### src/rtl/core/mbrc_pkg.sv
// ----------------------------------------------------------------------------
// mbrc_pkg: shared types and constants of the read-response checker
// Holds the status codes, sequencer states, frame constants and the
// byte-wise CRC-16 update used by the checker core.
// ----------------------------------------------------------------------------
package mbrc_pkg;

  localparam logic [15:0] CRC_INIT        = 16'hFFFF;
  localparam logic [15:0] CRC_POLY        = 16'hA001;
  localparam logic [7:0]  FN_READ_HOLDING = 8'h03;
  localparam int unsigned EXC_BIT         = 7;
  localparam logic [7:0]  MIN_FRAME       = 8'd5;

  // Configuration register indexes
  localparam logic CFG_EXPECTED_ADDRESS = 1'b0;
  localparam logic CFG_EXPECTED_COUNT   = 1'b1;

  typedef enum logic [2:0] {
    ST_OK        = 3'd0,
    ST_SHORT     = 3'd1,
    ST_CRC       = 3'd2,
    ST_ADDRESS   = 3'd3,
    ST_EXCEPTION = 3'd4,
    ST_FUNCTION  = 3'd5,
    ST_BYTECOUNT = 3'd6,
    ST_LENGTH    = 3'd7
  } status_t;

  typedef enum logic [1:0] {
    S_COLLECT,
    S_READ,
    S_WORD,
    S_STATUS
  } state_t;

  // Fold one byte into a reflected CRC-16, one bit per step
  function automatic logic [15:0] crc16_byte(input logic [15:0] crc_in,
                                             input logic [7:0] data);
    logic [15:0] c;
    c = crc_in ^ {8'h00, data};
    for (int k = 0; k < 8; k++) begin
      if (c[0]) begin
        c = (c >> 1) ^ CRC_POLY;
      end else begin
        c = c >> 1;
      end
    end
    return c;
  endfunction

endpackage

### src/rtl/core/modbus_read_response_checker_core.sv
// ----------------------------------------------------------------------------
// modbus_read_response_checker_core: read-holding-registers reply checker
// Collects a reply one byte per cycle while no result is pending, keeps a
// running CRC-16, stores the register words in an on-chip buffer, checks the
// frame at its end and emits the words of an ok frame, then a status item.
// ----------------------------------------------------------------------------
// Throughput: one frame byte per cycle while a frame is collected.
// A status item with no words before it is valid in the cycle after the
// end-of-frame byte is taken. Each word is first read from the buffer (S_READ),
// then output (S_WORD), so an ok frame holds off input until its words and
// status item are all taken, output stalls included.
// Reset: clears frame state and config to defaults; the word buffer is not cleared.
module modbus_read_response_checker_core
  import mbrc_pkg::*;
#(
  parameter int MAX_REGS = 32
) (
  input  logic        clk,
  input  logic        rst_n,

  input  logic        cfg_we,
  input  logic        cfg_index,
  input  logic [7:0]  cfg_data,

  input  logic        in_valid,
  output logic        in_ready,
  input  logic [7:0]  in_rx_byte,
  input  logic        in_end_of_frame,

  output logic        out_valid,
  input  logic        out_ready,
  output logic        out_is_register,
  output logic [4:0]  out_reg_index,
  output logic [15:0] out_reg_value,
  output logic [2:0]  out_status,
  output logic [7:0]  out_exception_code,
  output logic        out_last
);

  // Buffer address width; word positions in a frame never exceed 7 bits
  localparam int AW = (MAX_REGS > 1) ? $clog2(MAX_REGS) : 1;

  // Word buffer: one write port (collect), one registered read port (drain)
  logic [15:0] mem [MAX_REGS];
  logic        mem_we;
  logic [AW-1:0] mem_waddr;
  logic [AW-1:0] mem_raddr;
  logic [15:0] rd_data_r;

  // Configuration
  logic [7:0] exp_addr_r;
  logic [5:0] exp_count_r;

  // Frame state
  logic [7:0]  pos_r,   pos_nxt;
  logic [15:0] crc_r,   crc_nxt;
  logic [7:0]  addr_r,  addr_nxt;
  logic [7:0]  func_r,  func_nxt;
  logic [7:0]  count_r, count_nxt;
  logic [7:0]  hold_r,  hold_nxt;

  // End-of-frame result and drain sequencer
  status_t     st_r, st_nxt;
  logic [7:0]  exc_r, exc_nxt;
  logic [5:0]  idx_r, idx_nxt;
  state_t      state_r, state_nxt;

  logic        in_acc;
  logic        out_acc;
  logic [15:0] crc_upd;
  logic [7:0]  pos_inc;
  logic [7:0]  pos_m3;
  logic [6:0]  word_pos;
  logic [7:0]  addr_cur, func_cur, count_cur;
  logic [7:0]  idx_wide;
  logic [6:0]  idx_plus;
  status_t     st_calc;
  logic [7:0]  exc_calc;

  assign in_acc  = in_valid && in_ready;
  assign out_acc = out_valid && out_ready;

  // Per-byte datapath
  assign crc_upd  = crc16_byte(crc_r, in_rx_byte);
  assign pos_inc  = (pos_r == 8'hFF) ? pos_r : pos_r + 8'd1;
  assign pos_m3   = pos_r - 8'd3;
  assign word_pos = pos_m3[7:1];

  // Header bytes as they stand after this byte (bypass the current byte)
  assign addr_cur  = (pos_r == 8'd0) ? in_rx_byte : addr_r;
  assign func_cur  = (pos_r == 8'd1) ? in_rx_byte : func_r;
  assign count_cur = (pos_r == 8'd2) ? in_rx_byte : count_r;

  // Store the low byte of a word together with its held high byte
  assign mem_we    = in_acc && (pos_r >= 8'd3) && !pos_r[0] &&
                     (word_pos < 7'(MAX_REGS));
  assign mem_waddr = word_pos[AW-1:0];

  assign idx_wide  = {2'b00, idx_r};
  assign mem_raddr = idx_wide[AW-1:0];
  assign idx_plus  = {1'b0, idx_r} + 7'd1;

  always_ff @(posedge clk) begin
    if (mem_we) begin
      mem[mem_waddr] <= {hold_r, in_rx_byte};
    end
  end

  always_ff @(posedge clk) begin
    if (state_r == S_READ) begin
      rd_data_r <= mem[mem_raddr];
    end
  end

  // Frame checks in priority order
  always_comb begin
    exc_calc = 8'h00;
    if (pos_inc < MIN_FRAME) begin
      st_calc = ST_SHORT;
    end else if (crc_upd != 16'h0000) begin
      st_calc = ST_CRC;
    end else if (addr_cur != exp_addr_r) begin
      st_calc = ST_ADDRESS;
    end else if (func_cur[EXC_BIT]) begin
      st_calc  = ST_EXCEPTION;
      exc_calc = count_cur;
    end else if (func_cur != FN_READ_HOLDING) begin
      st_calc = ST_FUNCTION;
    end else if ({1'b0, count_cur} != {2'b00, exp_count_r, 1'b0}) begin
      st_calc = ST_BYTECOUNT;
    end else if (pos_inc != MIN_FRAME + {1'b0, exp_count_r, 1'b0}) begin
      st_calc = ST_LENGTH;
    end else if ({1'b0, exp_count_r} > 7'(MAX_REGS)) begin
      st_calc = ST_LENGTH;
    end else begin
      st_calc = ST_OK;
    end
  end

  // Frame state update: advance on each byte, clear at end of frame
  always_comb begin
    pos_nxt   = pos_r;
    crc_nxt   = crc_r;
    addr_nxt  = addr_r;
    func_nxt  = func_r;
    count_nxt = count_r;
    hold_nxt  = hold_r;
    st_nxt    = st_r;
    exc_nxt   = exc_r;
    if (in_acc) begin
      pos_nxt   = pos_inc;
      crc_nxt   = crc_upd;
      addr_nxt  = addr_cur;
      func_nxt  = func_cur;
      count_nxt = count_cur;
      if ((pos_r >= 8'd3) && pos_r[0]) begin
        hold_nxt = in_rx_byte;
      end
      if (in_end_of_frame) begin
        st_nxt    = st_calc;
        exc_nxt   = exc_calc;
        pos_nxt   = 8'd0;
        crc_nxt   = CRC_INIT;
        addr_nxt  = 8'd0;
        func_nxt  = 8'd0;
        count_nxt = 8'd0;
        hold_nxt  = 8'd0;
      end
    end
  end

  // Sequencer next state
  always_comb begin
    state_nxt = state_r;
    idx_nxt   = idx_r;
    case (state_r)
      S_COLLECT: begin
        if (in_acc && in_end_of_frame) begin
          idx_nxt = 6'd0;
          if ((st_calc == ST_OK) && (exp_count_r != 6'd0)) begin
            state_nxt = S_READ;
          end else begin
            state_nxt = S_STATUS;
          end
        end
      end
      S_READ: begin
        state_nxt = S_WORD;
      end
      S_WORD: begin
        if (out_acc) begin
          if (idx_plus < {1'b0, exp_count_r}) begin
            idx_nxt   = idx_plus[5:0];
            state_nxt = S_READ;
          end else begin
            state_nxt = S_STATUS;
          end
        end
      end
      S_STATUS: begin
        if (out_acc) begin
          state_nxt = S_COLLECT;
        end
      end
      default: begin
        state_nxt = S_COLLECT;
      end
    endcase
  end

  // Sequencer outputs
  always_comb begin
    in_ready           = 1'b0;
    out_valid          = 1'b0;
    out_is_register    = 1'b0;
    out_reg_index      = 5'd0;
    out_reg_value      = 16'h0000;
    out_status         = ST_OK;
    out_exception_code = 8'h00;
    out_last           = 1'b0;
    case (state_r)
      S_COLLECT: begin
        in_ready = 1'b1;
      end
      S_WORD: begin
        out_valid       = 1'b1;
        out_is_register = 1'b1;
        out_reg_index   = idx_r[4:0];
        out_reg_value   = rd_data_r;
      end
      S_STATUS: begin
        out_valid          = 1'b1;
        out_status         = st_r;
        out_exception_code = exc_r;
        out_last           = 1'b1;
      end
      default: begin
        in_ready = 1'b0;
      end
    endcase
  end

  always_ff @(posedge clk) begin
    if (!rst_n) begin
      exp_addr_r  <= 8'd1;
      exp_count_r <= 6'd1;
      pos_r       <= 8'd0;
      crc_r       <= CRC_INIT;
      addr_r      <= 8'd0;
      func_r      <= 8'd0;
      count_r     <= 8'd0;
      hold_r      <= 8'd0;
      st_r        <= ST_OK;
      exc_r       <= 8'h00;
      idx_r       <= 6'd0;
      state_r     <= S_COLLECT;
    end else begin
      if (cfg_we) begin
        case (cfg_index)
          CFG_EXPECTED_ADDRESS: exp_addr_r  <= cfg_data;
          CFG_EXPECTED_COUNT:   exp_count_r <= cfg_data[5:0];
          default:              exp_addr_r  <= exp_addr_r;
        endcase
      end
      pos_r   <= pos_nxt;
      crc_r   <= crc_nxt;
      addr_r  <= addr_nxt;
      func_r  <= func_nxt;
      count_r <= count_nxt;
      hold_r  <= hold_nxt;
      st_r    <= st_nxt;
      exc_r   <= exc_nxt;
      idx_r   <= idx_nxt;
      state_r <= state_nxt;
    end
  end

`ifndef SYNTHESIS
  a_in_out_mutex: assert property (@(posedge clk) disable iff (!rst_n)
    !(in_ready && out_valid))
    else $error("input accepted while a result is pending");

  a_word_in_range: assert property (@(posedge clk) disable iff (!rst_n)
    (state_r == S_WORD) |-> (idx_r < exp_count_r))
    else $error("register word index beyond expected count");

  a_eof_clears: assert property (@(posedge clk) disable iff (!rst_n)
    (in_acc && in_end_of_frame) |=> ((pos_r == 8'd0) && (crc_r == CRC_INIT)))
    else $error("frame state not cleared after end of frame");

  a_words_only_ok: assert property (@(posedge clk) disable iff (!rst_n)
    (state_r == S_WORD) |-> (st_r == ST_OK))
    else $error("register word emitted for a failed frame");

  a_status_returns: assert property (@(posedge clk) disable iff (!rst_n)
    (out_acc && out_last) |=> in_ready)
    else $error("collector not re-armed after status item");
`endif

endmodule

### config.mk
export PLATFORM = sky130hd
export DESIGN_NAME = modbus_read_response_checker_core
export DESIGN_NICKNAME = d
export VERILOG_FILES = /design/src/rtl/core/mbrc_pkg.sv /design/src/rtl/core/modbus_read_response_checker_core.sv
export SDC_FILE = /design/constraint.sdc
export NUM_CORES = 1
export LEC_CHECK = 0
export BUFFER_PORTS_ARGS = -buffer_cell sky130_fd_sc_hd__buf_2
export CAP_MARGIN = 20
export CORE_ASPECT_RATIO = 0.8
export CORE_MARGIN = 1
export CORE_UTILIZATION = 45
export CTS_CLUSTER_SIZE = 30
export DETAILED_ROUTE_END_ITERATION = 16
export PLACE_DENSITY_LB_ADDON = 0.25
export SLEW_MARGIN = 10
export SYNTH_ARGS = -nofsm -noshare
export SYNTH_HDL_FRONTEND = slang
export SYNTH_SLANG_ARGS = --single-unit
### constraint.sdc
create_clock -name clk -period 4.4 [get_ports clk]
set_clock_uncertainty 0.2 [all_clocks]
set_input_delay 0.66 -clock clk [delete_from_list [all_inputs] [get_ports clk]]
set_output_delay 0.66 -clock clk [all_outputs]
set_load 0.005 [all_outputs]
### After elaboration in Yosys (flattened, before gate mapping)

Memories as Yosys holds them, arrays and structs flattened. A register that Yosys moved wholly into a read port is not among the register bits.
Index checks and enable logic that the tools add are counted.

| operators by class | value |
|---|---|
| multiplexer cells | 51 |
| add/sub/neg operators | 4 |
| reduce and logical (&&, ||, !) cells | 23 |
| equality and inequality tests | 14 |
| bitwise logic cells | 10 |
| order comparisons | 5 |

Operators by type and width:

| cell | number |
|---|---|
| $mux W16 | 10 |
| $mux W8 | 15 |
| $mux W3 | 9 |
| $not A2 Y3 | 8 |
| $mux W6 | 3 |
| $ne A8 B8 Y1 | 2 |
| $reduce_bool A16 Y1 | 1 |
| $xor A16 B8 Y16 | 1 |
| $pmux W6 S2 | 1 |
| $mux W2 | 5 |
| $add A3 B7 Y8 const A | 1 |
| $add A8 B1 Y8 const B | 1 |
| $eq A8 B1 Y1 const B | 1 |
| $eq A8 B2 Y1 const B | 1 |
| $eq A8 B8 Y1 const B | 1 |
| $ge A8 B2 Y1 const B | 1 |
| $logic_and A1 B1 Y1 | 8 |
| $logic_not A8 Y1 | 1 |
| $lt A8 B3 Y1 const B | 1 |
| $ne A2 B2 Y1 const B | 4 |
| $ne A8 B2 Y1 const B | 1 |
| $ne A8 B7 Y1 | 1 |
| $pmux W2 S4 | 1 |
| $reduce_and A2 Y1 | 4 |
| 18 further kinds | 25 |

| storage, ports and cells | value |
|---|---|
| memory bits (writable) | 512 |
| input port bits | 23 |
| logic and storage cells | 120 |
| output and inout bits | 36 |
| flip-flop bits (word level) | 89 |
| memories kept | 1 |

Memories:

| name | words | width | read ports | clocked after memory_dff | wr ports | RTL line | text |
|---|---|---|---|---|---|---|---|
| mem | 32 | 16 | 1 | 1 | 1 | modbus_read_response_checker_core.sv:44 | `logic [15:0] mem [MAX_REGS];` |

### Longest topological paths before layout

| logic depth | value |
|---|---|
| depth in word-level cells | 25 |
| depth in mapped cells | 14 |
| gate-level depth less buffers | 13 |

### Worst setup path after synthesis

OpenSTA, ideal clock, no wires.

| timing | value |
|---|---|
| path kind | input -> register |
| start | input port in_rx_byte[5] |
| end | register state_r[1] |
| arrival time | 3.271 ns |
| path slack | 0.809 ns |
| cell stages on the path | 14 |
| buffers on the path | 1 |
| library setup time | 0.120 ns |
| path through | buf_2 xnor2_1 xnor2_1 xor2_1 xnor2_1 xnor2_1 ha_1 xnor2_1 nand4b_1 nor4_1 nand2_1 nor3_2 a41oi_1 o31a_1 |

| on the way | value |
|---|---|
| word-level cells in the longest chain between the ends | 19 |
| elaborated cells between the ends (all ways) | 29 |
| those cells by class | eq/ne: 3; mux: 20; bitwise: 3; reduce/logical: 3 |

Ends and longest elaborated chain:

| item | RTL line | text |
|---|---|---|
| start, declared | modbus_read_response_checker_core.sv:27 | `input logic [7:0] in_rx_byte,` |
| $xor A16 B8 Y16 | mbrc_pkg.sv:40 | `c = crc_in ^ {8'h00, data};` |
| $mux W16 (4 in a row) | mbrc_pkg.sv:42 | `if (c[0]) begin` |
| $not A2 Y3 (no source line) | - |  |
| $mux W16 (3 in a row) | mbrc_pkg.sv:42 |  |
| $not A2 Y3 (no source line) | - |  |
| $mux W16 | mbrc_pkg.sv:42 |  |
| $reduce_bool A16 Y1 | modbus_read_response_checker_core.sv:120 | `end else if (crc_upd != 16'h0000) begin` |
| $mux W3 * | modbus_read_response_checker_core.sv:120 |  |
| $mux W3 * | modbus_read_response_checker_core.sv:118 | `if (pos_inc < MIN_FRAME) begin` |
| $logic_not A3 Y1 * | modbus_read_response_checker_core.sv:180 | `if ((st_calc == ST_OK) && (exp_count_r != 6'd0)) begin` |
| $logic_and A1 B1 Y1 * | modbus_read_response_checker_core.sv:180 |  |
| $mux W2 * | modbus_read_response_checker_core.sv:180 |  |
| $mux W2 * | modbus_read_response_checker_core.sv:178 | `if (in_acc && in_end_of_frame) begin` |
| $pmux W2 S4 * | modbus_read_response_checker_core.sv:176 | `case (state_r)` |
| end signal, assigned | modbus_read_response_checker_core.sv:274 | `state_r <= state_nxt;` |
| end, declared | modbus_read_response_checker_core.sv:66 | `state_t state_r, state_nxt;` |

Every way passes the cells marked *; elsewhere a longest branch is shown, timed or not. The select of a mux whose other input is x is not followed.
A chain may end at the register's enable or synchronous reset.

### Final worst setup path

| timing | value |
|---|---|
| start | register crc_r[5] |
| end | register exc_r[1] |

| on the way | value |
|---|---|
| word-level cells in the longest chain between the ends | 14 |

Ends and longest elaborated chain:

| item | RTL line | text |
|---|---|---|
| start, declared | modbus_read_response_checker_core.sv:56 | `logic [15:0] crc_r, crc_nxt;` |
| start signal, assigned | modbus_read_response_checker_core.sv:266 | `crc_r <= crc_nxt;` |
| $xor A16 B8 Y16 * | mbrc_pkg.sv:40 |  |
| $mux W16 * (4 in a row) | mbrc_pkg.sv:42 |  |
| $not A2 Y3 (no source line) | - |  |
| $mux W16 * (3 in a row) | mbrc_pkg.sv:42 |  |
| $not A2 Y3 (no source line) | - |  |
| $mux W16 * | mbrc_pkg.sv:42 |  |
| $reduce_bool A16 Y1 * | modbus_read_response_checker_core.sv:120 |  |
| $mux W8 * | modbus_read_response_checker_core.sv:120 |  |
| $mux W8 * | modbus_read_response_checker_core.sv:118 |  |
| end signal, assigned | modbus_read_response_checker_core.sv:272 | `exc_r <= exc_nxt;` |
| end, declared | modbus_read_response_checker_core.sv:64 | `logic [7:0] exc_r, exc_nxt;` |

Every way passes the cells marked *; elsewhere a longest branch is shown, timed or not.

==> reports/metrics.cfg <==
[sta]
fmax_mhz = 267
final_max_slew_viol_count = 0
tightest_slew_ns = 1.09
finalSetupTns_ns = 0
rsz0062_at_grt = false
setup_viol = 0
period_needed_ns = 3.74
timing_hold_violations_final = 0
slew_headroom_pct = 27.0
finalCritPeriodShare_pct = 85.0

[power_and_ir_drop]
p_per_area_nw_per_um2 = 409
p_leak_nw = 8.87
fin_total_pwr_mw = 11.7
peakVddDrop_mv = 0.273

[critical_path]
worst_ep_arrival_time_ns = 4.05
slowest_delay_ns = 0.40
crit_chain = xnor2_1 -> xnor2_1 -> xor2_1 -> xnor2_1 -> xnor2_1 -> ha_1 -> xnor2_1 -> nand4b_1 -> nor4_1 -> nand2_1 -> nor3_2 -> nand3b_1 -> o21ai_0
cp_top_family = XOR/XNOR gates
start_kind = flop
slowest_stage = xnor2_1
path_class = flop to flop
cp_num_buf_inv = 0
worstPathMaxFanout = 8
crit_path_frequent_cell = xnor2_1
worstPathRequired_ns = 4.71
cp-end-kind = flop

[floorplan]
die_area_um2 = 57400
floorplan.initialDensity_pct = 45.8
rows = 77
core_um2 = 55500
io_pins = 59
die_h_um = 215
fp.dieW_um = 268

[cts]
cts_tree = built
postCtsSetupRepairBufs = 0
clock_path_buffers = 3
cts_resized = 0
cts_max_level = 2
clkSinkCount = 617
numCtsBuffers = 56
worst_skew_pair.late_latency_ns = 0.63
cts_hold_buf = 0
clkTransAtPathRegs_ns = 0.06
root_buffer = clkbuf_16

[global_route]
antenna_found_initial = 0
grt_max_degree = 131
grt-ovfl-total = 0
grt_pass1_vias = 13600
grt_util_all_layers_pct = 20.6
grt_pass1_wl_mm = 86.7

[min_path]
hold_path.class = input port to flop

[synth]
ys_seq_area_share_pct = 69.4
yosys_warnings = 0
synth_compound_area_share_pct = 4.23
synth.most_common_cell = edfxtp_1
syn_area_um2 = 25400
synth_xor_area_share_pct = 1.76
yosys.area_share.adder_pct = 0.591
avgSynthCellArea_um2 = 17.4
synthTopCellsByArea = edfxtp_1 62%, mux4_2 14%, dfxtp_1 7.0%
yosys.area.top_type = edfxtp_1
synth_edf_count = 528
ys_async_sr_fraction_pct = 0
synthMuxAreaShare_pct = 15.3
synth_top_family_by_area = multiplexers
synth_cells = 1457
netlist_top_cells_count = 528 x edfxtp_1, 160 x mux4_2, 92 x nand2_1, 89 x dfxtp_1, 61 x clkbuf_1
synth_nets = 1492
synth_simple_gate_area_share_pct = 7.02
synth_top_area_share_pct = 62.4
synth.distinct_cells = 63
ys_ff_latch = 617
synth_flop_cell = edfxtp_1

[placed_design]
dp_hpwl_mm = 33.3
place.gp.congestion = 0.846
io_buffer_count = 58
placed_area_um2 = 26800

[layout]
nets = 1577
fill_cells = 4497
finalInstanceArea_um2 = 28600
area_delta_synth_final_pct = 12.5
drive_gt1_share_pct = 25.6

[drt]
drt_iter0_markers = 1231
ant_nets = 0
vias_per_cell = 5.80
first_pass_iters = 5
dr_wl_met2_mm = 26.9
routed.top_layer = met4
vias = 13500
routed_wl_mm = 58.3
avgRoutedWirePerCell_um = 25.0
wl_met3_mm = 3.95
drc_errors = 0
wl_met1_mm = 26.3

[run_status]
outcome = complete, no violations

[flow_run]
max-cap-violations = 0

-- layout by cell type, fill, tap and decap left out, types with 16 or more instances in the layout --
| cell type | instances |
|---|---|
| buf_4 | 49 |
| inv_1 | 16 |
| edfxtp_1 | 528 |
| xor2_1 | 16 |
| xnor2_1 | 35 |
| a21oi_1 | 16 |
| nor2b_1 | 48 |
| a22oi_1 | 37 |
| nand3_1 | 28 |
| nor2_2 | 24 |
| dfxtp_1 | 85 |
| a21boi_0 | 17 |
| and2_1 | 27 |
| clkinv_1 | 16 |
| nand2_1 | 92 |
| mux4_2 | 160 |
| buf_2 | 58 |
| nor2_1 | 25 |
| o21ai_0 | 24 |
| clkbuf_16 | 56 |
| mux2_2 | 17 |
-- state kept, by name, indices dropped and copies added, names as in the netlist, 8 cells and up --
signal,flops
crc_r,16
addr_r,8
rd_data_r,16
exc_r,8
pos_r,8
mem,512
count_r,8
func_r,8
hold_r,8
exp_addr_r,8
-- worst min-delay path, stage by stage --
cell and delay [ns]:
buf_2 0.09, nand2_1 0.04, nand3_1 0.07
-- through the flow --
| step | cells | setup slack, ns | utilization (%) | hold WS, ns |
|---|---|---|---|---|
| final | 2335 | 0.658 | 51.5 | 0.101 |
| after detailed placement | 2227 | 0.247 | 48.2 | 0.234 |
| after CTS | 2327 | 0.684 | 51.3 | 0.0688 |
| after global placement | 2227 | 0.431 | 48.2 | 0.247 |
| after global routing | 2334 | 0.377 | 51.5 | 0.107 |
| after floorplan | 1457 | 0.809 | - | 0.217 |
-- cell type report --
type | instances | area (µm²) | share of cell area (%)
inverters | 16 | 60.1 | 0.210
multi-input cells | 735 | 7410 | 25.9
diodes | 1 | 2.50 | 0.00875
clock inverters | 32 | 289 | 1.01
flip-flops and latches | 617 | 17600 | 61.7
clock buffers | 68 | 1450 | 5.06
repair buffers | 116 | 788 | 2.76
well taps | 750 | 938 | 3.28
-- power by group --
| part | total [mW] | switching (mW) | internal, mW | leakage (nW) |
|---|---|---|---|---|
| sequential | 6.39 | 0.0513 | 6.34 | 5.38 |
| combinational | 0.643 | 0.382 | 0.261 | 2.66 |
| clock | 4.67 | 2.10 | 2.57 | 0.835 |
| total | 11.7 | 2.53 | 9.17 | 8.87 |
-- cell families after synthesis --
kind of cell,Yosys count
flip-flops,617
AND/OR/NAND/NOR,336
multiplexers,187
AO/OA/AOI/OAI,149
buffers and inverters,105
XOR/XNOR,51
adder cells (fa/ha/maj),12
-- layer usage --
| layer | vias to the layer above | global-route usage (%) |
|---|---|---|
| li1 | 5963 | - |
| met1 | 7075 | 30.0 |
| met2 | 430 | 31.8 |
| met3 | 73 | 3.76 |
| met4 | 0 | 5.98 |
| met5 | - | 0 |
-- path summary, 6_finish.rpt --
| path | start | end | slack [ns] | depth (start not counted) |
|---|---|---|---|---|
| worst max-delay path | crc_r[5]$_SDFFE_PN1P_ | exc_r[1]$_SDFFE_PN0P_ | 0.66 | 13 |
| worst min-delay path | cfg_data[0] | exp_addr_r[0]$_SDFFE_PN1P_ | 0.10 | 3 |
| worst max register to register | crc_r[5]$_SDFFE_PN1P_ | exc_r[1]$_SDFFE_PN0P_ | 0.66 | 13 |
| worst min register to register | st_r[1]$_SDFFE_PN0P_ | st_r[1]$_SDFFE_PN0P_ | 0.25 | 1 |
Power figures use the tool's default switching activity.
